**src/sv/assert_macros.svh**
```systemverilog
// Assertion macros shared by the scheduler RTL.
// No dependencies; simulation builds get the checks, synthesis builds get empty bodies.
`ifndef ASSERT_MACROS_SVH
`define ASSERT_MACROS_SVH
`ifndef SYNTHESIS
`define ASSERT_CLK(label, clk, rst, prop, msg) \
   label: assert property (@(posedge clk) disable iff (rst) prop) else $error(msg);
`define ASSERT_NEVER(label, clk, rst, cond, msg) \
   label: assert property (@(posedge clk) disable iff (rst) !(cond)) else $error(msg);
`else
`define ASSERT_CLK(label, clk, rst, prop, msg)
`define ASSERT_NEVER(label, clk, rst, cond, msg)
`endif
`endif

```
**src/sv/efws_pkg.sv**
```systemverilog
// Package for the earliest-free worker scheduler: sizes, heap slot type,
// memory request struct and the sift pick codes. No dependencies.
`default_nettype none

package efws_pkg;

   localparam int MAX_WORKERS = 16;
   localparam int TIME_W      = 48;
   localparam int DUR_W       = 32;
   localparam int WORKER_W    = 4;
   localparam int COUNT_W     = 5;
   localparam int IDX_W       = (MAX_WORKERS > 1) ? $clog2(MAX_WORKERS) : 1;
   localparam int LIVE_W      = $clog2(MAX_WORKERS + 1);
   localparam int CHILD_W     = $clog2(2 * MAX_WORKERS + 1);

   // One heap entry: finish time and worker index.
   typedef struct packed {
      logic [TIME_W-1:0] finish;
      logic [IDX_W-1:0]  worker;
   } slot_type;

   // Access request from the sequencer to the heap memory.
   typedef struct packed {
      logic [IDX_W-1:0] rd_addr_a;
      logic [IDX_W-1:0] rd_addr_b;
      logic             wr_en;
      logic [IDX_W-1:0] wr_addr;
      slot_type         wr_data;
      logic             clear;
   } mem_req_type;

   // Which of the three candidates is earliest.
   typedef enum logic [1:0] {
      PICK_CUR,
      PICK_LEFT,
      PICK_RIGHT
   } pick_type;

endpackage

`default_nettype wire

```
**src/sv/efws_heap_mem.sv**
```systemverilog
// Heap storage: one write port, two registered read ports, per-entry valid bits.
// Depends on efws_pkg. An entry never written since the last restart reads as
// worker <address>, free at time zero.
`default_nettype none

module efws_heap_mem (
   input  wire logic                 clock,
   input  wire logic                 reset,
   input  wire efws_pkg::mem_req_type mem_req,
   output efws_pkg::slot_type        rd_a,
   output efws_pkg::slot_type        rd_b
);
   import efws_pkg::*;

   slot_type               mem_ff [MAX_WORKERS];
   logic [MAX_WORKERS-1:0] valid_ff;
   slot_type               data_a_ff;
   slot_type               data_b_ff;
   logic                   valid_a_ff;
   logic                   valid_b_ff;
   logic [IDX_W-1:0]       addr_a_ff;
   logic [IDX_W-1:0]       addr_b_ff;

   // Memory array write and registered reads.
   always_ff @(posedge clock) begin
      if (mem_req.wr_en) begin
         mem_ff[mem_req.wr_addr] <= mem_req.wr_data;
      end
      data_a_ff <= mem_ff[mem_req.rd_addr_a];
      data_b_ff <= mem_ff[mem_req.rd_addr_b];
      addr_a_ff <= mem_req.rd_addr_a;
      addr_b_ff <= mem_req.rd_addr_b;
   end

   // Valid bits: a restart clears them all at once.
   always_ff @(posedge clock) begin
      if (reset || mem_req.clear) begin
         valid_ff   <= '0;
         valid_a_ff <= 1'b0;
         valid_b_ff <= 1'b0;
      end else begin
         if (mem_req.wr_en) begin
            valid_ff[mem_req.wr_addr] <= 1'b1;
         end
         valid_a_ff <= valid_ff[mem_req.rd_addr_a];
         valid_b_ff <= valid_ff[mem_req.rd_addr_b];
      end
   end

   // Unwritten entries read as their restart value.
   always_comb begin
      rd_a = valid_a_ff ? data_a_ff : slot_type'{finish: '0, worker: addr_a_ff};
      rd_b = valid_b_ff ? data_b_ff : slot_type'{finish: '0, worker: addr_b_ff};
   end

endmodule

`default_nettype wire

```
**src/sv/efws_sift_unit.sv**
```systemverilog
// Shared compare unit for one sift-down level: picks the earliest of the
// moving slot and its two children. Depends on efws_pkg.
`default_nettype none

module efws_sift_unit (
   input  wire efws_pkg::slot_type cur,
   input  wire efws_pkg::slot_type left,
   input  wire efws_pkg::slot_type right,
   input  wire logic               left_ok,
   input  wire logic               right_ok,
   output efws_pkg::pick_type      pick
);
   import efws_pkg::*;

   slot_type best_l;
   logic     left_wins;
   logic     right_wins;

   // Order on finish time, then on the lower worker index.
   function automatic logic slot_before(slot_type a, slot_type b);
      logic res;
      if (a.finish != b.finish) begin
         res = a.finish < b.finish;
      end else begin
         res = a.worker < b.worker;
      end
      return res;
   endfunction

   // Left child against the moving slot, then the right child against the winner.
   always_comb begin
      left_wins  = left_ok && slot_before(left, cur);
      best_l     = left_wins ? left : cur;
      right_wins = right_ok && slot_before(right, best_l);
      if (right_wins) begin
         pick = PICK_RIGHT;
      end else if (left_wins) begin
         pick = PICK_LEFT;
      end else begin
         pick = PICK_CUR;
      end
   end

endmodule

`default_nettype wire

```
**src/sv/earliest_free_worker_scheduler_top.sv**
```systemverilog
// Top level of the earliest-free worker scheduler: sequencer, result register
// and worker count register. Depends on efws_pkg, efws_heap_mem, efws_sift_unit.
//
//   channel | direction | payload              | transfer when
//   req     | in        | req_duration         | req_valid && req_ready
//   rsp     | out       | rsp_worker, rsp_start_time | rsp_valid && rsp_ready
//   csr     | in        | csr_worker_count     | csr_valid && csr_ready
//
// A job passes through ST_ROOT, one ST_SIFT step for each heap level the sift-down visits
// (1 to 5 with sixteen workers) and ST_DONE; the single heap memory port pair visits one level at a time.
// Reset and a worker count write clear all heap valid bits at once.
// The result sits in an output register; a new job is taken while it waits,
// and a finished job waits for the register before the next one is taken.
`default_nettype none
`include "assert_macros.svh"

module earliest_free_worker_scheduler_top (
   input  wire logic                          clock,
   input  wire logic                          reset,
   input  wire logic                          req_valid,
   output logic                               req_ready,
   input  wire logic [efws_pkg::DUR_W-1:0]    req_duration,
   output logic                               rsp_valid,
   input  wire logic                          rsp_ready,
   output logic [efws_pkg::WORKER_W-1:0]      rsp_worker,
   output logic [efws_pkg::TIME_W-1:0]        rsp_start_time,
   input  wire logic                          csr_valid,
   output logic                               csr_ready,
   input  wire logic [efws_pkg::COUNT_W-1:0]  csr_worker_count
);
   import efws_pkg::*;

   typedef enum logic [1:0] {
      ST_IDLE,
      ST_ROOT,
      ST_SIFT,
      ST_DONE
   } state_type;

   state_type            state_ff, state_in;
   logic [LIVE_W-1:0]    live_ff, live_in;
   logic [IDX_W-1:0]     pos_ff, pos_in;
   slot_type             cur_ff, cur_in;
   logic [DUR_W-1:0]     dur_ff, dur_in;
   logic [WORKER_W-1:0]  res_worker_ff, res_worker_in;
   logic [TIME_W-1:0]    res_start_ff, res_start_in;
   logic                 rsp_valid_ff, rsp_valid_in;
   logic [WORKER_W-1:0]  rsp_worker_ff, rsp_worker_in;
   logic [TIME_W-1:0]    rsp_start_ff, rsp_start_in;

   mem_req_type          mem_req;
   slot_type             rd_a;
   slot_type             rd_b;
   pick_type             pick;
   logic                 req_xfer;
   logic                 csr_xfer;
   logic [CHILD_W-1:0]   lidx;
   logic [CHILD_W-1:0]   ridx;
   logic [CHILD_W-1:0]   nlidx;
   logic                 left_ok;
   logic                 right_ok;
   logic [TIME_W:0]      fin_sum;
   logic [TIME_W-1:0]    fin_sat;
   logic [WORKER_W+IDX_W-1:0] worker_wide;
   logic [31:0]          count_ext;

   efws_heap_mem u_heap_mem (
      .clock   (clock),
      .reset   (reset),
      .mem_req (mem_req),
      .rd_a    (rd_a),
      .rd_b    (rd_b)
   );

   efws_sift_unit u_sift_unit (
      .cur      (cur_ff),
      .left     (rd_a),
      .right    (rd_b),
      .left_ok  (left_ok),
      .right_ok (right_ok),
      .pick     (pick)
   );

   // Handshakes; configuration takes precedence over a new job.
   assign csr_ready = (state_ff == ST_IDLE);
   assign req_ready = (state_ff == ST_IDLE) && !csr_valid;
   assign req_xfer  = req_valid && req_ready;
   assign csr_xfer  = csr_valid && csr_ready;

   assign rsp_valid      = rsp_valid_ff;
   assign rsp_worker     = rsp_worker_ff;
   assign rsp_start_time = rsp_start_ff;

   // Children of the current position and whether they are live.
   always_comb begin
      lidx     = CHILD_W'({pos_ff, 1'b1});
      ridx     = lidx + CHILD_W'(1);
      left_ok  = lidx < CHILD_W'(live_ff);
      right_ok = ridx < CHILD_W'(live_ff);
   end

   // Saturating finish time and the narrowed worker field of the root.
   always_comb begin
      fin_sum     = {1'b0, rd_a.finish} + (TIME_W+1)'(dur_ff);
      fin_sat     = fin_sum[TIME_W] ? '1 : fin_sum[TIME_W-1:0];
      worker_wide = {{WORKER_W{1'b0}}, rd_a.worker};
      count_ext   = 32'(csr_worker_count);
   end

   // Sequencer next state and heap accesses.
   always_comb begin
      state_in      = state_ff;
      live_in       = live_ff;
      pos_in        = pos_ff;
      cur_in        = cur_ff;
      dur_in        = dur_ff;
      res_worker_in = res_worker_ff;
      res_start_in  = res_start_ff;
      rsp_valid_in  = rsp_valid_ff && !rsp_ready;
      rsp_worker_in = rsp_worker_ff;
      rsp_start_in  = rsp_start_ff;
      mem_req       = '0;
      nlidx         = '0;

      case (state_ff)
         ST_IDLE: begin
            // Keep the root read going so it is ready after a transfer.
            mem_req.rd_addr_a = '0;
            if (csr_xfer) begin
               mem_req.clear = 1'b1;
               if (count_ext == 32'd0) begin
                  live_in = LIVE_W'(1);
               end else if (count_ext > 32'(MAX_WORKERS)) begin
                  live_in = LIVE_W'(MAX_WORKERS);
               end else begin
                  live_in = LIVE_W'(count_ext);
               end
            end else if (req_xfer) begin
               dur_in   = req_duration;
               state_in = ST_ROOT;
            end
         end
         ST_ROOT: begin
            // Root gives the result; its new finish time starts the sift-down.
            res_worker_in     = worker_wide[WORKER_W-1:0];
            res_start_in      = rd_a.finish;
            cur_in.finish     = fin_sat;
            cur_in.worker     = rd_a.worker;
            pos_in            = '0;
            mem_req.rd_addr_a = IDX_W'(1);
            mem_req.rd_addr_b = IDX_W'(2);
            state_in          = ST_SIFT;
         end
         ST_SIFT: begin
            mem_req.wr_en   = 1'b1;
            mem_req.wr_addr = pos_ff;
            case (pick)
               PICK_LEFT: begin
                  mem_req.wr_data = rd_a;
                  pos_in          = lidx[IDX_W-1:0];
               end
               PICK_RIGHT: begin
                  mem_req.wr_data = rd_b;
                  pos_in          = ridx[IDX_W-1:0];
               end
               default: begin
                  mem_req.wr_data = cur_ff;
                  state_in        = ST_DONE;
               end
            endcase
            nlidx             = CHILD_W'({pos_in, 1'b1});
            mem_req.rd_addr_a = nlidx[IDX_W-1:0];
            mem_req.rd_addr_b = IDX_W'(nlidx + CHILD_W'(1));
         end
         ST_DONE: begin
            // Hand the result over once the output register is free.
            if (!rsp_valid_ff || rsp_ready) begin
               rsp_valid_in  = 1'b1;
               rsp_worker_in = res_worker_ff;
               rsp_start_in  = res_start_ff;
               state_in      = ST_IDLE;
            end
         end
         default: begin
            state_in = ST_IDLE;
         end
      endcase
   end

   // State and registered outputs.
   always_ff @(posedge clock) begin
      if (reset) begin
         state_ff     <= ST_IDLE;
         live_ff      <= LIVE_W'(1);
         rsp_valid_ff <= 1'b0;
      end else begin
         state_ff     <= state_in;
         live_ff      <= live_in;
         rsp_valid_ff <= rsp_valid_in;
      end
      pos_ff        <= pos_in;
      cur_ff        <= cur_in;
      dur_ff        <= dur_in;
      res_worker_ff <= res_worker_in;
      res_start_ff  <= res_start_in;
      rsp_worker_ff <= rsp_worker_in;
      rsp_start_ff  <= rsp_start_in;
   end

   // Checks on the sequencer and heap invariants.
   `ASSERT_CLK(a_accept_to_root, clock, reset, req_xfer |=> (state_ff == ST_ROOT), "no root read")
   `ASSERT_CLK(a_root_is_live, clock, reset, (state_ff == ST_ROOT) |-> (LIVE_W'(rd_a.worker) < live_ff), "root dead")
   `ASSERT_CLK(a_pos_is_live, clock, reset, (state_ff == ST_SIFT) |-> (LIVE_W'(pos_ff) < live_ff), "pos dead")
   `ASSERT_CLK(a_live_range, clock, reset, (live_ff != '0) && (live_ff <= LIVE_W'(MAX_WORKERS)), "bad count")
   `ASSERT_NEVER(a_no_dual_xfer, clock, reset, req_xfer && csr_xfer, "job and config in one cycle")

endmodule

`default_nettype wire
```
**config.mk**
```make
export PLATFORM = sky130hd
export DESIGN_NAME = earliest_free_worker_scheduler_top
export DESIGN_NICKNAME = d
export VERILOG_FILES = /design/src/sv/efws_pkg.sv /design/src/sv/efws_heap_mem.sv /design/src/sv/efws_sift_unit.sv /design/src/sv/earliest_free_worker_scheduler_top.sv
export VERILOG_INCLUDE_DIRS = /design/src /design/src/sv
export SDC_FILE = /design/constraint.sdc
export NUM_CORES = 2
export LEC_CHECK = 0
export BUFFER_PORTS_ARGS = -buffer_cell sky130_fd_sc_hd__buf_2
export CAP_MARGIN = 20
export CORE_ASPECT_RATIO = 1.2
export CORE_UTILIZATION = 45
export CTS_BUF_LIST = sky130_fd_sc_hd__clkbuf_4
export CTS_CLUSTER_DIAMETER = 150
export DETAILED_ROUTE_END_ITERATION = 8
export RECOVER_POWER = 50
export SETUP_SLACK_MARGIN = 0.02
export SYNTH_ARGS = -nofsm -noshare
export SYNTH_HDL_FRONTEND = slang
export SYNTH_SLANG_ARGS = --single-unit
```
**constraint.sdc**
```tcl
create_clock -name clock -period 25.4 [get_ports clock]
set_input_delay 1.27 -clock clock [delete_from_list [all_inputs] [get_ports clock]]
set_output_delay 1.27 -clock clock [all_outputs]
set_load 0.05 [all_outputs]
```
==> metrics.md <==
| Metric | Value |
|---|---|
| Leak Pwr | `19.2 nW` |
| Register area share after synthesis | `67.7%` |
| Asr flop ratio synth | `0%` |
| Die Wd | `slightly above 300 µm` |
| Worst skew pair latency | `~1.2 ns` |
| Fin crit share | `between 50% and 60%` |
| Max stage delay cell, worst path | `clkbuf_1` |
| Yosys warning count | `0` |
| Critical path peak fanout | `60` |
| Final WL | `approximately 140000 µm` |
| Min Tclk post-route | `between 10 and 15 ns` |
| Worst EP required | `26.44 ns` |
| Post-route DRC | `0` |
| Final hold viol count | `0` |
| Reg2Reg Setup Slack | `about 12 ns` |
| Core area | `about 110000 µm²` |
| Layout cells sized above 1 | `20.7%` |
| Fin nets | `between 3000 and 4000` |
| Dpl ws | `approximately 14 ns` |
| Initial core utilization | `around 46%` |
| Top cells by area, synth | `edfxtp_1 62%, dfxtp_1 5.6%, mux4_2 4.8%` |
| CP top delay family | `buffers and inverters` |
| Antenna violations before repair | `5` |
| Layout area overhead | `11.5%` |
| Worst vdd ir | `between 0.00015 and 0.0002 V` |
| Yosys cell types | `84` |
| Sw Pwr | `2.53 mW` |
| H-tree depth | `5` |
| Endpoints failing setup | `0` |
| FILL cells | `roughly 9200` |
| Sw frac | `a little under two fifths` |
| Crit. End Element | `flop` |
| Final worst slack | `12.18 ns` |
| Antenna viol nets, final | `0` |
| Setup bufs post-CTS | `0` |
| Synth Instances | `around 3300` |
| Gpl congestion | `0.908` |
| # IOs | `97` |
| Hold crit path type | `in -> reg` |
| Buf/Inv on CP | `5` |
| Mapped cell area | `49300 µm²` |
| Startpoint Class | `flop` |
| Critical path class | `reg -> reg` |
| First-pass GRT wire length | `about 200000 µm` |
| Post-cts sizing count | `0` |
| Comb pwr share | `37.8%` |
| Post-synth top area cell | `edfxtp_1` |
| Clock sinks | `roughly 1200` |
| Setup TNS | `0 ns` |
| Post-synth top cells | `1020 x edfxtp_1, 234 x a21oi_1, 204 x nor2_1, 197 x nand2_1, 144 x ha_1` |
| Relative slew slack | `-485%` |
| Fmax | `between 70 and 80 MHz` |
| Syn Area/Cell | `roughly 15 µm²` |
| Overall Global Routing Usage | `24.8%` |
| Post-synth EDFFs | `roughly 1000` |
| Max Cap Violations | `35` |
| Clock Skew | `~0.064 ns` |
| Worst EP arrival | `about 14 ns` |
| Number of I/O port buffers | `96` |
| Sequential Power Share | `between 30 and 40%` |
| CTS clk-pin slew, worst paths | `roughly 0.070 ns` |
| Die Y | `364 µm` |
| Initial DRC count | `approximately 2700` |
| Failing checks | `capacitance limit, slew limit` |
| CTS buffer count | `just under 300` |
| Count leader, synth | `edfxtp_1` |
| Fin. max-slew vios | `roughly 1200` |
| Hpwl dp | `~80000 µm` |
| Least-Margin Pin Slew | `8.77 ns` |
| Clock power share | `approximately a quarter` |
| Synth Register Bits | `~1200` |
| Synth Flop Type | `edfxtp_1` |
| Wirelength per Cell | `around 26 µm` |
| Largest net degree at the start of global routing | `120` |
| DIE AREA | `~110000 µm²` |
| Overflow after GRT | `0` |
| Site Rows | `132` |
| Cell-internal power | `4.08 mW` |
| Largest buffer count on any clock path | `4` |
| Vias in the first global route | `30800` |
| Cts hold-fix bufs | `0` |
| RSZ-0062 raised after global routing | `no` |
| Vias | `around 31000` |
| Yosys top cell area share | `62.2%` |
| Vias per cell | `about 6` |
| Max incr delay on CP | `approximately 2.2 ns` |
| CTS tree | `built` |
| DR pass1 iterations | `5` |
| Root Buffer | `clkbuf_4` |
| Status | `finished with violations` |
| Syn_nets | `~3500` |
| Fin Hold WS | `~0.25 ns` |
| Power density over the cells | `about 120 nW/µm²` |
==> metrics by stage <==
step	utilization, %	cells	cell area, µm²	power, mW
detailed placement	47.6	4736	51500	4.99
global placement	47.6	4735	51500	4.98
global route	50.8	5263	54900	6.93
finish	50.8	5263	54900	6.60
CTS	51.0	5256	55200	6.55
floorplan	-	3342	49300	4.17
==> state kept, by name (all words and copies together) (netlist names), 5 cells and up <==
name	flops
rsp_start_time	48
cur_ff	48
u_heap_mem.data_a_ff	52
u_heap_mem.mem_ff	832
u_heap_mem.valid_ff	16
u_heap_mem.data_b_ff	52
res_start_ff	48
dur_ff	32
live_ff	5
==> layer usage <==
layer | global-route usage [%] | part of all wire [%]
met5 | 0 | 0
met2 | 40.2 | 47
met4 | 9.05 | 2.6
met1 | 33.1 | 42
met3 | 4.91 | 8.2
==> placed cells by master (no fill, tap or decap), drive strengths merged, types with 14 or more instances in the layout <==
cell,Yosys,final
a211oi,77,77
a21o,25,25
a21oi,234,234
a221oi,36,36
a2bb2oi,28,28
a31oi,25,25
and2,84,84
and3,26,26
buf,76,93
clkbuf,115,531
clkinv,2,74
dfxtp,137,137
edfxtp,1020,1020
ha,144,144
inv,100,105
mux2,97,97
mux2i,77,77
mux4,106,106
nand2,199,199
nand2b,14,14
nand3,95,95
nand4,20,20
nor2,205,205
nor2b,16,16
nor3,21,21
o211ai,37,37
o21a,25,25
o21ai,109,109
o31a,14,14
xnor2,25,25
xor2,15,15
==> power groups by stage <==
stage	sequential [mW]	clock [mW]	combinational [mW]
global placement	2.58	0	2.40
CTS	2.54	1.59	2.43
detailed placement	2.58	0	2.41
global route	2.57	1.68	2.68
finish	2.56	1.55	2.50
floorplan	2.53	0	1.64
==> cell families (layout without fill, tap and decap cells) <==
family | count (synthesis) | after routing | share of synthesized area (%)
compound gates | 699 | 699 | 9.24
xor+xnor | 40 | 40 | 0.711
fa+ha+maj | 146 | 146 | 3.72
buf+inv | 293 | 805 | 2.54
flops | 1157 | 1157 | 67.7
mux | 280 | 280 | 8.99
other cells | 0 | 2 | 0
simple gates | 727 | 727 | 7.06
==> cell type report <==
| type | instances | area (µm²) | area share (%) |
|---|---|---|---|
| Clock buffer | 441 | 3310 | 6.03 |
| Tap cell | 1407 | 1760 | 3.20 |
| Sequential cell | 1157 | 33400 | 60.8 |
| Antenna cell | 2 | 5.00 | 0.00911 |
| Inverter | 102 | 387 | 0.704 |
| Clock inverter | 79 | 354 | 0.645 |
| Timing Repair Buffer | 183 | 983 | 1.79 |
| Multi-Input combinational cell | 1892 | 14800 | 26.9 |
==> worst paths after layout <==
check	start	to	depth (start not counted)
worst max-delay path	u_heap_mem.valid_a_ff	u_heap_mem.data_b_ff[37]	28
worst min-delay path	req_duration[9]	dur_ff[9]	1
worst max register to register	u_heap_mem.valid_a_ff	u_heap_mem.data_b_ff[37]	28
worst min register to register	res_start_ff[19]	rsp_start_time[19]	0
No activity file was read; power rests on OpenSTA's default activity.
